File: config.mk
export PLATFORM = sky130hd
export DESIGN_NAME = info_frame_receiver_destuff
export DESIGN_NICKNAME = d
export VERILOG_FILES = /design/src/rtl/ifrd_pkg.sv /design/src/rtl/ifrd_cfg_regs.sv /design/src/rtl/ifrd_parser.sv /design/src/rtl/ifrd_out_buf.sv /design/src/rtl/info_frame_receiver_destuff.sv
export SDC_FILE = /design/constraint.sdc
export NUM_CORES = 1
export LEC_CHECK = 0
export BUFFER_PORTS_ARGS = -buffer_cell sky130_fd_sc_hd__buf_2
export CAP_MARGIN = 20
export CORE_MARGIN = 2
export CORE_UTILIZATION = 50
export DETAILED_ROUTE_END_ITERATION = 8
export GPL_ROUTABILITY_DRIVEN = 0
export PLACE_DENSITY = 0.67
export SLEW_MARGIN = 25
export SYNTH_ARGS = -nofsm -noshare
export SYNTH_HDL_FRONTEND = slang
export SYNTH_HIERARCHICAL = 1
export SYNTH_SLANG_ARGS = --single-unit
File: constraint.sdc
create_clock -name aclk -period 8.4 [get_ports aclk]
set_input_delay 0.84 -clock aclk [delete_from_list [all_inputs] [get_ports aclk]]
set_output_delay 0.84 -clock aclk [all_outputs]
set_load 0.01 [all_outputs]
File: src/rtl/ifrd_pkg.sv
package ifrd_pkg;

    localparam int MAX_FRAME = 4096;
    localparam int COUNT_W   = $clog2(MAX_FRAME + 1);
    localparam int LEN_W     = 13;
    localparam int CFG_IDX_W = 3;

    localparam logic [7:0] CTRL_SEQ0 = 8'h00;
    localparam logic [7:0] CTRL_SEQ1 = 8'h80;

    localparam logic [CFG_IDX_W-1:0] CFG_FLAG     = 3'd0;
    localparam logic [CFG_IDX_W-1:0] CFG_ESCAPE   = 3'd1;
    localparam logic [CFG_IDX_W-1:0] CFG_FLAG_SUB = 3'd2;
    localparam logic [CFG_IDX_W-1:0] CFG_ESC_SUB  = 3'd3;
    localparam logic [CFG_IDX_W-1:0] CFG_ADDRESS  = 3'd4;

    localparam logic [1:0] ST_OK       = 2'd0;
    localparam logic [1:0] ST_SEQ_ERR  = 2'd1;
    localparam logic [1:0] ST_OVERFLOW = 2'd2;

    localparam logic KIND_PAYLOAD = 1'b0;
    localparam logic KIND_REPORT  = 1'b1;

    typedef enum logic [4:0] {
        PH_HUNT = 5'b00001,
        PH_ADDR = 5'b00010,
        PH_CTRL = 5'b00100,
        PH_HCS  = 5'b01000,
        PH_DATA = 5'b10000
    } phase_t;

    typedef struct packed {
        logic [7:0] flag_byte;
        logic [7:0] escape_byte;
        logic [7:0] flag_substitute;
        logic [7:0] escape_substitute;
        logic [7:0] address_byte;
    } cfg_t;

    typedef struct packed {
        logic             received_seq;
        logic [1:0]       status;
        logic [LEN_W-1:0] frame_length;
        logic [7:0]       payload_byte;
        logic             kind;
    } result_t;

endpackage

File: src/rtl/ifrd_cfg_regs.sv
module ifrd_cfg_regs
    import ifrd_pkg::*;
(
    input  logic                 aclk,
    input  logic                 aresetn,
    input  logic                 wr_en,
    input  logic [CFG_IDX_W-1:0] wr_index,
    input  logic [7:0]           wr_data,
    output cfg_t                 cfg
);

    cfg_t cfg_reg, cfg_next;

    always_comb begin
        cfg_next = cfg_reg;
        if (wr_en) begin
            unique case (wr_index)
                CFG_FLAG:     cfg_next.flag_byte         = wr_data;
                CFG_ESCAPE:   cfg_next.escape_byte       = wr_data;
                CFG_FLAG_SUB: cfg_next.flag_substitute   = wr_data;
                CFG_ESC_SUB:  cfg_next.escape_substitute = wr_data;
                CFG_ADDRESS:  cfg_next.address_byte      = wr_data;
                default:      cfg_next = cfg_reg;
            endcase
        end
    end

    always_ff @(posedge aclk) begin
        if (!aresetn) begin
            cfg_reg.flag_byte         <= 8'h7E;
            cfg_reg.escape_byte       <= 8'h7D;
            cfg_reg.flag_substitute   <= 8'h5E;
            cfg_reg.escape_substitute <= 8'h5D;
            cfg_reg.address_byte      <= 8'h03;
        end else begin
            cfg_reg <= cfg_next;
        end
    end

    assign cfg = cfg_reg;

endmodule

File: src/rtl/ifrd_parser.sv
module ifrd_parser
    import ifrd_pkg::*;
(
    input  logic       aclk,
    input  logic       aresetn,
    input  logic       accept,
    input  logic [7:0] line_byte,
    input  logic       expected_seq,
    input  cfg_t       cfg,
    output logic       res_valid,
    output result_t    res
);

    phase_t             phase_reg, phase_next;
    logic               esc_reg, esc_next;
    logic               seq_reg, seq_next;
    logic [COUNT_W-1:0] count_reg, count_next;
    logic               ovf_reg, ovf_next;
    logic               emit;
    logic [7:0]         emit_byte;
    logic [7:0]         hcs_expect;

    assign hcs_expect = cfg.address_byte ^ (seq_reg ? CTRL_SEQ1 : CTRL_SEQ0);

    always_comb begin
        phase_next = phase_reg;
        esc_next   = esc_reg;
        seq_next   = seq_reg;
        count_next = count_reg;
        ovf_next   = ovf_reg;
        emit       = 1'b0;
        emit_byte  = line_byte;
        res_valid  = 1'b0;
        res        = '0;

        if (phase_reg == PH_DATA && esc_reg) begin
            // second byte of a stuffed pair; unknown substitutes are dropped
            if (line_byte == cfg.flag_substitute) begin
                esc_next  = 1'b0;
                emit      = 1'b1;
                emit_byte = cfg.flag_byte;
            end else if (line_byte == cfg.escape_substitute) begin
                esc_next  = 1'b0;
                emit      = 1'b1;
                emit_byte = cfg.escape_byte;
            end
        end else begin
            unique case (phase_reg)
                PH_ADDR: begin
                    if (line_byte == cfg.address_byte) begin
                        phase_next = PH_CTRL;
                    end else if (line_byte != cfg.flag_byte) begin
                        phase_next = PH_HUNT;
                    end
                end
                PH_CTRL: begin
                    if (line_byte == CTRL_SEQ0 || line_byte == CTRL_SEQ1) begin
                        seq_next   = line_byte[7];
                        phase_next = PH_HCS;
                    end else if (line_byte == cfg.flag_byte) begin
                        phase_next = PH_ADDR;
                    end else begin
                        phase_next = PH_HUNT;
                    end
                end
                PH_HCS: begin
                    if (line_byte == hcs_expect) begin
                        phase_next = PH_DATA;
                        count_next = '0;
                        ovf_next   = 1'b0;
                        esc_next   = 1'b0;
                    end else if (line_byte == cfg.flag_byte) begin
                        phase_next = PH_ADDR;
                    end else begin
                        phase_next = PH_HUNT;
                    end
                end
                PH_DATA: begin
                    if (line_byte == cfg.flag_byte) begin
                        res_valid        = 1'b1;
                        res.kind         = KIND_REPORT;
                        res.frame_length = LEN_W'(count_reg);
                        res.received_seq = seq_reg;
                        if (ovf_reg) begin
                            res.status = ST_OVERFLOW;
                        end else if (seq_reg != expected_seq) begin
                            res.status = ST_SEQ_ERR;
                        end else begin
                            res.status = ST_OK;
                        end
                        phase_next = PH_HUNT;
                        esc_next   = 1'b0;
                    end else if (line_byte == cfg.escape_byte) begin
                        esc_next = 1'b1;
                    end else begin
                        emit = 1'b1;
                    end
                end
                default: begin
                    phase_next = (line_byte == cfg.flag_byte) ? PH_ADDR : PH_HUNT;
                end
            endcase
        end

        if (emit) begin
            if (count_reg >= COUNT_W'(MAX_FRAME)) begin
                ovf_next = 1'b1;
            end else begin
                count_next       = count_reg + 1'b1;
                res_valid        = 1'b1;
                res.kind         = KIND_PAYLOAD;
                res.payload_byte = emit_byte;
            end
        end
    end

    always_ff @(posedge aclk) begin
        if (!aresetn) begin
            phase_reg <= PH_HUNT;
            esc_reg   <= 1'b0;
            seq_reg   <= 1'b0;
            count_reg <= '0;
            ovf_reg   <= 1'b0;
        end else if (accept) begin
            phase_reg <= phase_next;
            esc_reg   <= esc_next;
            seq_reg   <= seq_next;
            count_reg <= count_next;
            ovf_reg   <= ovf_next;
        end
    end

endmodule

File: src/rtl/ifrd_out_buf.sv
module ifrd_out_buf
    import ifrd_pkg::*;
(
    input  logic    aclk,
    input  logic    aresetn,
    input  logic    in_valid,
    input  result_t in_data,
    output logic    in_ready,
    output logic    out_valid,
    output result_t out_data,
    input  logic    out_ready
);

    logic    out_valid_reg, out_valid_next;
    logic    skid_valid_reg, skid_valid_next;
    result_t out_data_reg, out_data_next;
    result_t skid_data_reg, skid_data_next;

    assign in_ready = !skid_valid_reg;

    always_comb begin
        out_valid_next  = out_valid_reg;
        skid_valid_next = skid_valid_reg;
        out_data_next   = out_data_reg;
        skid_data_next  = skid_data_reg;
        if (!out_valid_reg || out_ready) begin
            if (skid_valid_reg) begin
                out_valid_next  = 1'b1;
                out_data_next   = skid_data_reg;
                skid_valid_next = 1'b0;
            end else begin
                out_valid_next = in_valid;
                out_data_next  = in_data;
            end
        end else if (in_valid) begin
            // output stalled: park the new result
            skid_valid_next = 1'b1;
            skid_data_next  = in_data;
        end
    end

    always_ff @(posedge aclk) begin
        if (!aresetn) begin
            out_valid_reg  <= 1'b0;
            skid_valid_reg <= 1'b0;
        end else begin
            out_valid_reg  <= out_valid_next;
            skid_valid_reg <= skid_valid_next;
        end
        out_data_reg  <= out_data_next;
        skid_data_reg <= skid_data_next;
    end

    assign out_valid = out_valid_reg;
    assign out_data  = out_data_reg;

endmodule

File: src/rtl/info_frame_receiver_destuff.sv
// Information frame receiver with byte destuffing. One line byte is taken per
// request on the s_ channel (tdata = line byte, tuser = expected sequence bit)
// and handled in the cycle it is accepted; a payload byte or an end-of-frame
// report is registered on its way to m_. Sustained rate is one byte per clock
// while m_tready is high: the result register and a one-entry skid stage let
// input flow on while a result waits; s_tready drops only when both hold one.
// Registers are written through the cfg_ port (0 flag, 1 escape, 2 flag
// substitute, 3 escape substitute, 4 address); write them only while idle.
module info_frame_receiver_destuff
    import ifrd_pkg::*;
(
    input  logic                 aclk,
    input  logic                 aresetn,

    input  logic                 s_tvalid,
    output logic                 s_tready,
    input  logic [7:0]           s_tdata,   // [7:0] line_byte
    input  logic                 s_tuser,   // [0] expected_seq

    output logic                 m_tvalid,
    input  logic                 m_tready,
    output logic [23:0]          m_tdata,   // [7:0] payload_byte, [20:8] frame_length,
                                            // [22:21] status, [23] received_seq
    output logic                 m_tuser,   // [0] kind

    input  logic                 cfg_valid,
    output logic                 cfg_ready,
    input  logic [CFG_IDX_W-1:0] cfg_index,
    input  logic [7:0]           cfg_data
);

    cfg_t    cfg;
    logic    accept;
    logic    res_valid;
    result_t res;
    result_t out_res;
    logic    buf_ready;

    assign cfg_ready = 1'b1;
    assign s_tready  = buf_ready;
    assign accept    = s_tvalid && buf_ready;

    ifrd_cfg_regs u_cfg (
        .aclk     (aclk),
        .aresetn  (aresetn),
        .wr_en    (cfg_valid),
        .wr_index (cfg_index),
        .wr_data  (cfg_data),
        .cfg      (cfg)
    );

    ifrd_parser u_parser (
        .aclk         (aclk),
        .aresetn      (aresetn),
        .accept       (accept),
        .line_byte    (s_tdata),
        .expected_seq (s_tuser),
        .cfg          (cfg),
        .res_valid    (res_valid),
        .res          (res)
    );

    ifrd_out_buf u_out (
        .aclk      (aclk),
        .aresetn   (aresetn),
        .in_valid  (accept && res_valid),
        .in_data   (res),
        .in_ready  (buf_ready),
        .out_valid (m_tvalid),
        .out_data  (out_res),
        .out_ready (m_tready)
    );

    assign m_tdata = {out_res.received_seq, out_res.status, out_res.frame_length,
                      out_res.payload_byte};
    assign m_tuser = out_res.kind;

endmodule
==> metrics.txt, run 1 <==
status completed; initial antenna violation count 0; sequential area share after synthesis 47.74%; max frequency 300.9 MHz; Synth top area share roughly 26%; Syn-to-layout area delta 15.07%; endpoint class of the critical path flip-flop; worst slew pin tran 0.8258 ns; worst reg-to-reg setup slack ~5.4 ns; final setup fails 0; die area ~12000 sq um; Total GRT Usage 21.09%; Slew headroom 44.95%; DIE WIDTH approximately 110 um; main combinational cell family by area after synthesis simple AND/OR/NAND/NOR gates; RSZ-0062 raised after global routing no; Synth Register Bits 113; Rows 39; Setup TNS 0 ns; Max-Cap Viols 0; Adder-Cell Fraction of Synth Area less than 1%; hold_buf cts 0; GR Layer Usage met2 between 30% and 40%; met1 Use GR around 29%; post-cts sizing count 0; final std cells w/o fill 737; Sw Share about a fifth; crit path max fanout 25; Worst Skew 0.007168 ns; Clock Tree Buf Depth 2; most common cell after layout, fill and taps aside dfxtp_1; Synth Area in XOR/XNOR roughly 6.4%; Synth Cell Area slightly below 6000 sq um; Cell Int Power 1089 uW; DR vias/cell 5.575; DP HPWL about 8600 um; final wirelength around 13000 um; Place WS approximately 4.7 ns; grt met3 use approximately 5.5%; R2R Path End u_out/skid_data_reg[2]; Slowest cell on crit path nor2_4; gr ovfl total 0; H-tree depth 4; syn_nets about 570; setup bufs post-CTS 0; worst hold path type reg -> reg; drt drc 0; Placed Cells approximately 700; CP Launch Type input port; final worst path period need between 3 and 4 ns; FF-to-FF Start u_cfg/cfg[19]; Layout fillers 921; mux cell area share after synthesis about 13%; DR pass1 iterations 5; # IOs 53; Seq pwr share 42.2%; Synth Flop Type dfxtp_1; share of layout cells above drive strength 1 around 20%; CP peak stage delay 0.57 ns; global-route wire length before repair about 20000 um; WL per Instance ~17 um; Largest register FFs 40; simple-gate portion of the synthesized area around 22%; Slew Limit Fails 0; # diodes 0; CP cell instances buf_2 > xor2_1 > nor4_4 > nand4_4 > a21oi_4 > o21bai_2 > nand2_1 > and3_1 > inv_1 > nor2_4; CTS tree done; Yosys cell types 60; Net Sw Power ~280 uW; Hold Fails Final Rpt 0; Arr. time, crit path between 3 and 4 ns; Peak VDD IR just over 0.0001 V; GRT busiest layer met2; clk slew on worst S/H paths 0.05 ns; CTS buffer count 17; Clock Tree Root clkbuf_16; clock sink total 113; worst-case reg-to-reg path depth 9; Port Buffers 51; clock share of power 53.4%; FF+latch area around 2800 sq um; static leakage between 0.002 and 0.003 uW; Total Nets Final 608; Synth Area in Compound Gates under 10%; YS warnings 6; Pwr Density 205.9 nW/um^2; Initial Util about half; Critical Setup Path Class in -> reg; Syn Area/Cell around 11 sq um; Worst Path Required 8.43 ns; clock latency on the worst-skew pair approximately 0.41 ns; WHS about 0.47 ns; Final Worst Setup Slack a little over 5 ns; Crit. Startpoint s_tdata[3]; period utilization between 30% and 40%; vias approximately 4100; cell accounting for the most synthesized area edfxtp_1; CP endpoint u_out/skid_data_reg[2]; area of the multi-input gates 2781 sq um; commonest cells after routing, fill and taps aside 63 x dfxtp_1, 57 x nand2_1, 51 x buf_2; fraction of registers with async set or reset after synthesis 0%; vias in the first global route slightly below 4000; Placeable Area about 11000 sq um; largest net degree at the start of global routing 96; Cells after Synth around 540; combinational power share under 10%; Post-synth EDFFs 50; Antenna Nets Post-Route 0; drt initial violations ~320; top post-synthesis cells by area edfxtp_1 26%, dfxtp_1 22%, mux2i_1 7.3%; chip height ~110 um
==> Yosys cell counts (all sizes together), types with 2 or more instances <==
master and number:
or4 4, o211ai 5, nand4b 7, a311oi 7, a21boi 6, dfxtp 63
mux2 26, edfxtp 50, and3 8, nand4 3, a22o 2, and2 16
nor2b 32, ha 2, nand2 57, nand2b 2, nor4 8, a21oi 2
o21bai 2, clkbuf 25, inv 9, nand3 41, or4b 3, nand4bb 3
xor2 38, a21o 8, buf 14, and4bb 2, nor3 7, nand3b 5
xnor2 4, nor2 28, o21ai 2, mux2i 42
==> through the flow <==
step	util (%)	total power, uW	area, sq um
after detailed placement	53.27	648.7	6057
after global routing	58.57	1415	6659
after CTS	58.57	1382	6659
final	58.57	1371	6659
after global placement	53.23	647.4	6052
after floorplan	-	632.4	5787
==> cell type report <==
cell class	instances	area share (%)
multi-input combinational	383	41.77
sequential	113	41.49
clock buffer	20	6.558
timing repair buffer	57	4.510
tap	143	2.687
clock inverter	12	2.480
inverter	9	0.5073
==> per-layer routing <==
layer	share of wire, %	wire (um)
met1	47	5927
met2	45	5685
met3	5.5	691
met4	2.0	248
met5	0	0
==> worst min-delay path by stage <==
stage | from | endpoint | slack [ns] | cells past startpoint
final | u_cfg/cfg[6] | u_cfg/cfg[6] | 0.47 | 2
after global routing | u_cfg/cfg[2] | u_cfg/cfg[2] | 0.50 | 2
after CTS | u_cfg/cfg[6] | u_cfg/cfg[6] | 0.47 | 2
after detailed placement | u_cfg/cfg[6] | u_cfg/cfg[6] | 0.47 | 2
after global placement | u_cfg/cfg[6] | u_cfg/cfg[6] | 0.46 | 2
after floorplan | u_parser/ovf_reg | u_parser/ovf_reg | 0.44 | 2
==> cells by family (layout without fill, tap and decap cells) <==
family,after synthesis,in the layout
simple gates,231,231
buf+inv,48,98
flops,113,113
xor+xnor,42,42
other cells,1,1
compound gates,39,39
fa+ha+maj,2,2
mux,68,68
==> critical path: cells and delay by family <==
family                 cells  cell delay [ns]
AO/OA/AOI/OAI              2             0.63
buffers and inverters      2             0.25
AND/OR/NAND/NOR            5             1.43
XOR/XNOR                   1             0.20
==> power by group through the flow <==
| stage | sequential (uW) | combinational (uW) | clock, uW |
|---|---|---|---|
| detailed placement | 590 | 58.7 | 0 |
| global placement | 590 | 57.4 | 0 |
| CTS | 579 | 59.2 | 744 |
| floorplan | 588 | 44.3 | 0 |
| finish | 579 | 59.6 | 732 |
| global route | 579 | 64.9 | 771 |
Note: power is estimated with default switching activity, not from simulation.
==> run 2, diff against run 1 <==
clock period = 3.3 ns   (was 8.4 ns; I/O delays follow)
==> run 2 against run 1 <==
Clock-buffer cell count decreased by 2; clock power increased to 2.5 times the previous value; worst setup slack got worse by 4.3 ns; sequential power increased to 2.5 times the previous value; combinational power increased to 2.6 times the previous value; utilization increased by 0.32 points; global-route usage increased by 0.75 points; clock skew increased by 0.0045 ns; final cell count increased by 0.68%; via count increased by 2.5%; worst hold slack got worse by 0.28 ns; critical endpoint is now u_out/skid_data_reg[18]; largest cell class unchanged; highest routed layer unchanged.
==> metrics.txt, run 2 (same netlist as run 1, synthesis figures left out) <==
status completed (unchanged); Clock Tree Buf Depth 2 (unchanged); Total GRT Usage 21.84% (was 21.09%); endpoint class of the critical path flip-flop (unchanged); Crit path max-delay family simple AND/OR/NAND/NOR gates (unchanged); Hold Path Origin cfg_data[2] (was u_cfg/cfg[6]); Antenna Nets Post-Route 0 (unchanged); Slowest cell on crit path dfxtp_1 (was nor2_4); WL per Instance 17.31 um (was 17.03 um); WHS Path Cells 3 (was 2); Total Nets Final 614 (was 608); DP HPWL 9169 um (was 8645 um); Seq pwr share 42.3% (was 42.2%); drt drc 0 (unchanged); period utilization between 70% and 80%; gr ovfl total 0 (unchanged); DIE WIDTH 111.6 um (unchanged); R2R Path End u_out/skid_data_reg[18] (was u_out/skid_data_reg[2]); Placeable Area 11370 sq um (unchanged); global-route wire length before repair 21600 um (was 20600 um); Sw Share 20.64% (was 20.60%); Cell Int Power 2767 uW (was 1089 uW); worst reg-to-reg setup slack 0.81 ns (was 5.38 ns); vias 4212 (was 4109); die area 12450 sq um (unchanged); Pwr Total 3487 uW (was 1371 uW); Syn-to-layout area delta 15.70% (was 15.07%); Setup TNS 0 ns (unchanged); H-tree depth 4 (unchanged); DR vias/cell 5.677 (was 5.575); static leakage 0.002783 uW (was 0.002754 uW); setup bufs post-CTS 0 (unchanged); crit path max fanout 25 (unchanged); Pwr Density 520.8 nW/um^2 (was 205.9 nW/um^2); largest net degree at the start of global routing 46 (was 96); CTS buffer count 17 (unchanged); share of layout cells above drive strength 1 21.04% (was 20.20%); Peak VDD IR 0.0003083 V (was 0.0001022 V); Slew headroom 49.78% (was 44.95%); CP dominant cell by count nand2_1; worst hold path type in -> reg (was reg -> reg); Clock Tree Root clkbuf_16 (unchanged); final setup fails 0 (unchanged); Slew Limit Fails 0 (unchanged); initial antenna violation count 0 (unchanged); CP cell instances xor2_1 > nor4_1 > nand2_1 > nor3_1 > inv_2 > nand2_1 > and3_1 > inv_1 > nor2_2 > buf_4 (was buf_2 > xor2_1 > nor4_4 > nand4_4 > a21oi_4 > o21bai_2 > nand2_1 > and3_1 > inv_1 > nor2_4); post-cts sizing count 0 (unchanged); DR pass1 iterations 5 (unchanged); Layout Utilization 58.89% (was 58.57%); worst slew pin tran 0.7533 ns (was 0.8258 ns); final worst path period need roughly 2.5 ns; Hold Fails Final Rpt 0 (unchanged); most common cell after layout, fill and taps aside dfxtp_1 (unchanged); Initial Util 50.90% (unchanged); Layout fillers 951 (was 921); FF-to-FF Start u_cfg/cfg[35] (was u_cfg/cfg[19]); WHS Endpoint u_cfg/cfg[2] (was u_cfg/cfg[6]); Largest register FFs 40 (unchanged); Rows 39 (unchanged); CP peak stage delay 0.35 ns (was 0.57 ns); vias in the first global route 4156 (was 3958); clock sink total 113 (unchanged); Arr. time, crit path 2.56 ns (was 3.36 ns); Worst Path Required 3.36 ns (was 8.43 ns); final wirelength 12840 um (was 12550 um); CTS tree done (unchanged); max frequency roughly 400 MHz; Cell Area, Placed 6097 sq um (was 6057 sq um); # IOs 53 (unchanged); FF+latch area 2763 sq um (unchanged); Critical Setup Path Class reg -> reg (was in -> reg); chip height 111.6 um (unchanged); clock latency on the worst-skew pair 0.40 ns (was 0.41 ns); Max-Cap Viols 0 (unchanged); clk slew on worst S/H paths 0.05 ns (about the same); Net Sw Power 719.5 uW (was 282.4 uW); combinational power share 4.5% (was 4.4%); Buf+Inv Stages, Crit Path 3 (was 2); drt initial violations 312 (was 324); RSZ-0062 raised after global routing no (unchanged); commonest cells after routing, fill and taps aside 63 x dfxtp_1, 57 x nand2_1, 51 x buf_2 (unchanged); post-route cell area 6695 sq um (was 6659 sq um); Worst Skew 0.01168 ns (was 0.007168 ns); hold_buf cts 0 (unchanged); worst-case reg-to-reg path depth 10 (was 9); Port Buffers 51 (unchanged); clock share of power 53.2% (was 53.4%); CP Launch Type flip-flop (was input port); area of the multi-input gates 2776 sq um (was 2781 sq um); # diodes 0 (unchanged)
## run 2: cell count changes in the layout (fill, tap and decap cells not counted), sizes merged
cell    previous run  this run
buf               57        63
clkbuf            20        18
clkinv             5         6
## run 2: how the worst max path moves through the flow
stage                     slack (ns)  cells past startpoint                 endpoint          start
after floorplan                 0.06                     12   u_out/skid_data_reg[0]     s_tdata[2]
after global placement          0.72                      9        u_out/out_data[7]     s_tdata[3]
after detailed placement        0.62                      9        u_out/out_data[7]     s_tdata[3]
after CTS                       0.84                     10  u_out/skid_data_reg[23]  u_cfg/cfg[35]
after global routing            0.52                     10   u_out/skid_data_reg[6]  u_cfg/cfg[35]
final                           0.81                     10  u_out/skid_data_reg[18]  u_cfg/cfg[35]
## run 2: power groups by stage
stage               Sequential, uW  Clock, uW  Combinational, uW
global placement              1500          0                152
CTS                           1470       1890                156
finish                        1470       1860                157
floorplan                     1500          0                113
detailed placement            1500          0                155
global route                  1470       1960                171
## run 2: layer usage
layer,vias to the layer above,global-route usage (%),wire length [um]
li1,2012,-,-
met1,2026,30.27,6001
met2,165,35.00,6057
met4,0,5.761,89
met5,-,0,0
met3,9,4.736,694
## run 2: stage by stage
stage / instances / hold slack, ns / worst slack [ns]
6_report: 742 / 0.1901 / 0.8087
5_1_grt: 742 / 0.2062 / 0.5174
4_1_cts: 742 / 0.1809 / 0.8386
3_5_place_dp: 711 / 0.4668 / 0.6248
3_3_place_gp: 711 / 0.4563 / 0.7161
2_1_floorplan: 544 / 0.4399 / 0.05936
## run 2: cell type report
cell class / instances / share of cell area, %
clock inverter: 13 / 2.523
inverter: 9 / 0.5046
sequential: 113 / 41.26
timing repair buffer: 63 / 5.158
multi-input combinational: 383 / 41.47
tap: 143 / 2.672
clock buffer: 18 / 6.410
## run 2: worst register-to-register path, cell delays in order, from the launching register on
cell     delay, ns
dfxtp_1       0.35
xor2_1        0.16
nor4_1        0.29
nand2_1       0.21
nor3_1        0.30
inv_2         0.09
nand2_1       0.08
and3_1        0.19
inv_1         0.06
nor2_2        0.09
buf_4         0.33
==> run 3, diff against run 2 <==
ABC_AREA = 1   (was not set)
clock period = 2.4 ns   (was 3.3 ns; I/O delays follow)
==> run 3 against run 2 <==
Worst hold slack lost 0.090 ns; area after synthesis increased by 3.5%; worst setup slack got worse by 0.63 ns; sequential share of layout area down 1.2 points.
==> metrics.txt, run 3 <==
status completed (unchanged); gr ovfl total 0 (unchanged); WL per Instance 14.46 um (was 17.31 um); Synth Register Bits 113 (unchanged); worst slew pin tran 0.4986 ns (was 0.7533 ns); Setup TNS 0 ns (unchanged); commonest cells after routing, fill and taps aside 251 x nand2_1, 88 x nor2_1, 77 x nand3_1 (was 63 x dfxtp_1, 57 x nand2_1, 51 x buf_2); Hold Path Origin cfg_data[6] (was cfg_data[2]); fraction of registers with async set or reset after synthesis 0% (unchanged); period utilization 92.43% (was 75.49%); CP Launch Type flip-flop (unchanged); Clock Tree Root clkbuf_16 (unchanged); DR vias/cell 5.325 (was 5.677); DP HPWL 9893 um (was 9169 um); final worst path period need 2.218 ns (was 2.491 ns); share of layout cells above drive strength 1 17.05% (was 21.04%); Total Nets Final 847 (was 614); R2R Path End u_out/skid_data_reg[14] (was u_out/skid_data_reg[18]); Pwr Density 724.5 nW/um^2 (was 520.8 nW/um^2); final wirelength 14110 um (was 12840 um); Syn Area/Cell 7.768 sq um (was 10.64 sq um); sequential area share after synthesis 46.12% (was 47.74%); H-tree depth 4 (unchanged); largest net degree at the start of global routing 43 (was 46); cell accounting for the most synthesized area edfxtp_1 (unchanged); die area 12870 sq um (was 12450 sq um); most common cell after layout, fill and taps aside nand2_1 (was dfxtp_1); Clock Tree Buf Depth 2 (unchanged); final setup fails 0 (unchanged); Slew Limit Fails 0 (unchanged); Slew headroom 66.72% (was 49.78%); setup bufs post-CTS 0 (unchanged); vias in the first global route 4687 (was 4156); CP cell instances nor2_1 > nand3_2 > nor2_2 > nand3_2 > nand2_4 > nand2_2 > nand2_1 > inv_1 > nor2_2 > inv_1 > nor2_4 > buf_12 (was xor2_1 > nor4_1 > nand2_1 > nor3_1 > inv_2 > nand2_1 > and3_1 > inv_1 > nor2_2 > buf_4); worst hold path type in -> reg (unchanged); top routing layer in use met4 (unchanged); DIE WIDTH 113.5 um (was 111.6 um); top post-synthesis cells by area edfxtp_1 25%, dfxtp_1 21%, nand2_1 16% (was edfxtp_1 26%, dfxtp_1 22%, mux2i_1 7.3%); Post-synth EDFFs 50 (unchanged); Cell Area, Placed 6271 sq um (was 6097 sq um); max frequency 450.8 MHz (was 401.4 MHz); RSZ-0062 raised after global routing no (unchanged); Synth Cell Area 5989 sq um (was 5787 sq um); Syn-to-layout area delta 15.15% (was 15.70%); Hold Fails Final Rpt 0 (unchanged); met1 wire length 6656 um (was 6001 um); Peak VDD IR 0.0003260 V (was 0.0003083 V); clock sink total 113 (unchanged); global-route wire length before repair 23140 um (was 21600 um); WHS Path Cells 3 (unchanged); vias 5197 (was 4212); drt drc 0 (unchanged); initial antenna violation count 0 (unchanged); Synth Flop Type dfxtp_1 (unchanged); Cells after Synth 771 (was 544); routed wl met2 6437 um (was 6057 um); chip height 113.5 um (was 111.6 um); syn_nets 798 (was 571); Commonest cells post-synth 251 x nand2_1, 90 x nor2_1, 78 x nand3_1, 63 x dfxtp_1, 57 x inv_1 (was 63 x dfxtp_1, 57 x nand2_1, 50 x edfxtp_1, 42 x mux2i_1, 41 x nand3_1); Synth top area share 25.07% (was 25.95%); Total GRT Usage 22.90% (was 21.84%); CP peak stage delay 0.32 ns (was 0.35 ns); FF-to-FF Start u_parser/phase_reg[0] (was u_cfg/cfg[35]); Slowest cell on crit path dfxtp_1 (unchanged); # IOs 53 (unchanged); Critical Setup Path Class reg -> reg (unchanged); Antenna Nets Post-Route 0 (unchanged); Worst Path Required 2.51 ns (was 3.36 ns); drt initial violations 551 (was 312); Yosys cell types 39 (was 60); CTS buffer count 17 (unchanged); WHS Endpoint u_cfg/cfg[38] (was u_cfg/cfg[2]); CTS tree done (unchanged); YS warnings 6 (unchanged); Worst Skew 0.008046 ns (was 0.01168 ns); crit path max fanout 25 (unchanged); Rows 39 (unchanged); post-route cell area 6897 sq um (was 6695 sq um); worst reg-to-reg setup slack 0.18 ns (was 0.81 ns); endpoint class of the critical path flip-flop (unchanged); worst-case reg-to-reg path depth 12 (was 10); count leader, synth nand2_1 (was dfxtp_1); metal3 WL 844 um (was 694 um); static leakage 0.003081 uW (was 0.002783 uW); DR pass1 iterations 6 (was 5); # diodes 0 (unchanged); Largest register FFs 40 (unchanged); Port Buffers 51 (unchanged); clk slew on worst S/H paths 0.06 ns (was 0.05 ns); Arr. time, crit path 2.33 ns (was 2.56 ns); clock latency on the worst-skew pair 0.41 ns (was 0.40 ns); Placeable Area 11560 sq um (was 11370 sq um); Initial Util 51.79% (was 50.90%); Max-Cap Viols 0 (unchanged)
-- run 3: area by class of cell --
class                   instances  area [sq um]
fillers                      1019          4668
flip-flops and latches        113          2763
multi-input cells             560          2735
clock buffers                  18         429.2
repair buffers                 61         342.8
inverters                      67         259.0
clock inverters                14         188.9
well taps                     143         178.9
-- run 3: power breakdown --
part / leakage [uW] / internal, uW / switching, uW
Sequential: 0.00103 / 2030 / 32.7
Combinational: 0.00175 / 111 / 204
Clock: 0.000298 / 1730 / 888
-- run 3: metal layers --
| metal | global-route usage (%) | vias up |
|---|---|---|
| li1 | - | 2576 |
| met1 | 32.27 | 2421 |
| met2 | 34.89 | 180 |
| met3 | 5.367 | 20 |
| met4 | 7.805 | 0 |
| met5 | 0 | - |
-- run 3: logic make-up after synthesis --
kind of cell	synth area share, %
other	0.06261
AND/OR/NAND/NOR	34.38
buffers and inverters	8.460
XOR/XNOR	5.202
adder cells (fa/ha/maj)	0.4177
AO/OA/AOI/OAI	5.348
flip-flops	46.12
-- run 3: what timing repair did --
| item | in CTS | in global routing |
|---|---|---|
| gates resized for setup | 0 | 2 |
| hold buffers | 0 | 0 |
| endpoints found under the setup margin | 0 | 26 |
-- run 3: stage by stage --
| stage | utilization [%] | power [uW] | std cells | hold slack (ns) | worst slack, ns |
|---|---|---|---|---|---|
| 2_1_floorplan | - | 2330 | 771 | 0.3532 | 0.07310 |
| 3_3_place_gp | 54.22 | 2401 | 944 | 0.4624 | 0.2005 |
| 3_5_place_dp | 54.22 | 2407 | 944 | 0.4673 | 0.1314 |
| 4_1_cts | 59.57 | 5025 | 976 | 0.07929 | 0.1258 |
| 5_1_grt | 59.63 | 5159 | 976 | 0.09828 | 0.01260 |
| 6_report | 59.63 | 4996 | 976 | 0.09993 | 0.1818 |
-- run 3: critical path, delay by kind of cell (launching register included) --
kind,cells,cell delay [ns]
and+or+nand+nor,9,1.25
DFF,1,0.32
buffers and inverters,3,0.33
-- run 3: how the worst max path moves through the flow --
stage	start	end	slack [ns]	depth (start not counted)
global placement	s_tdata[7]	u_out/skid_data_reg[20]	0.20	15
detailed placement	s_tdata[7]	u_out/skid_data_reg[19]	0.13	15
floorplan	u_parser/phase_reg[0]	u_out/skid_data_reg[0]	0.07	12
CTS	u_parser/phase_reg[0]	u_out/skid_data_reg[1]	0.13	12
global route	u_parser/phase_reg[0]	u_out/skid_data_reg[19]	0.01	12
finish	u_parser/phase_reg[0]	u_out/skid_data_reg[14]	0.18	12
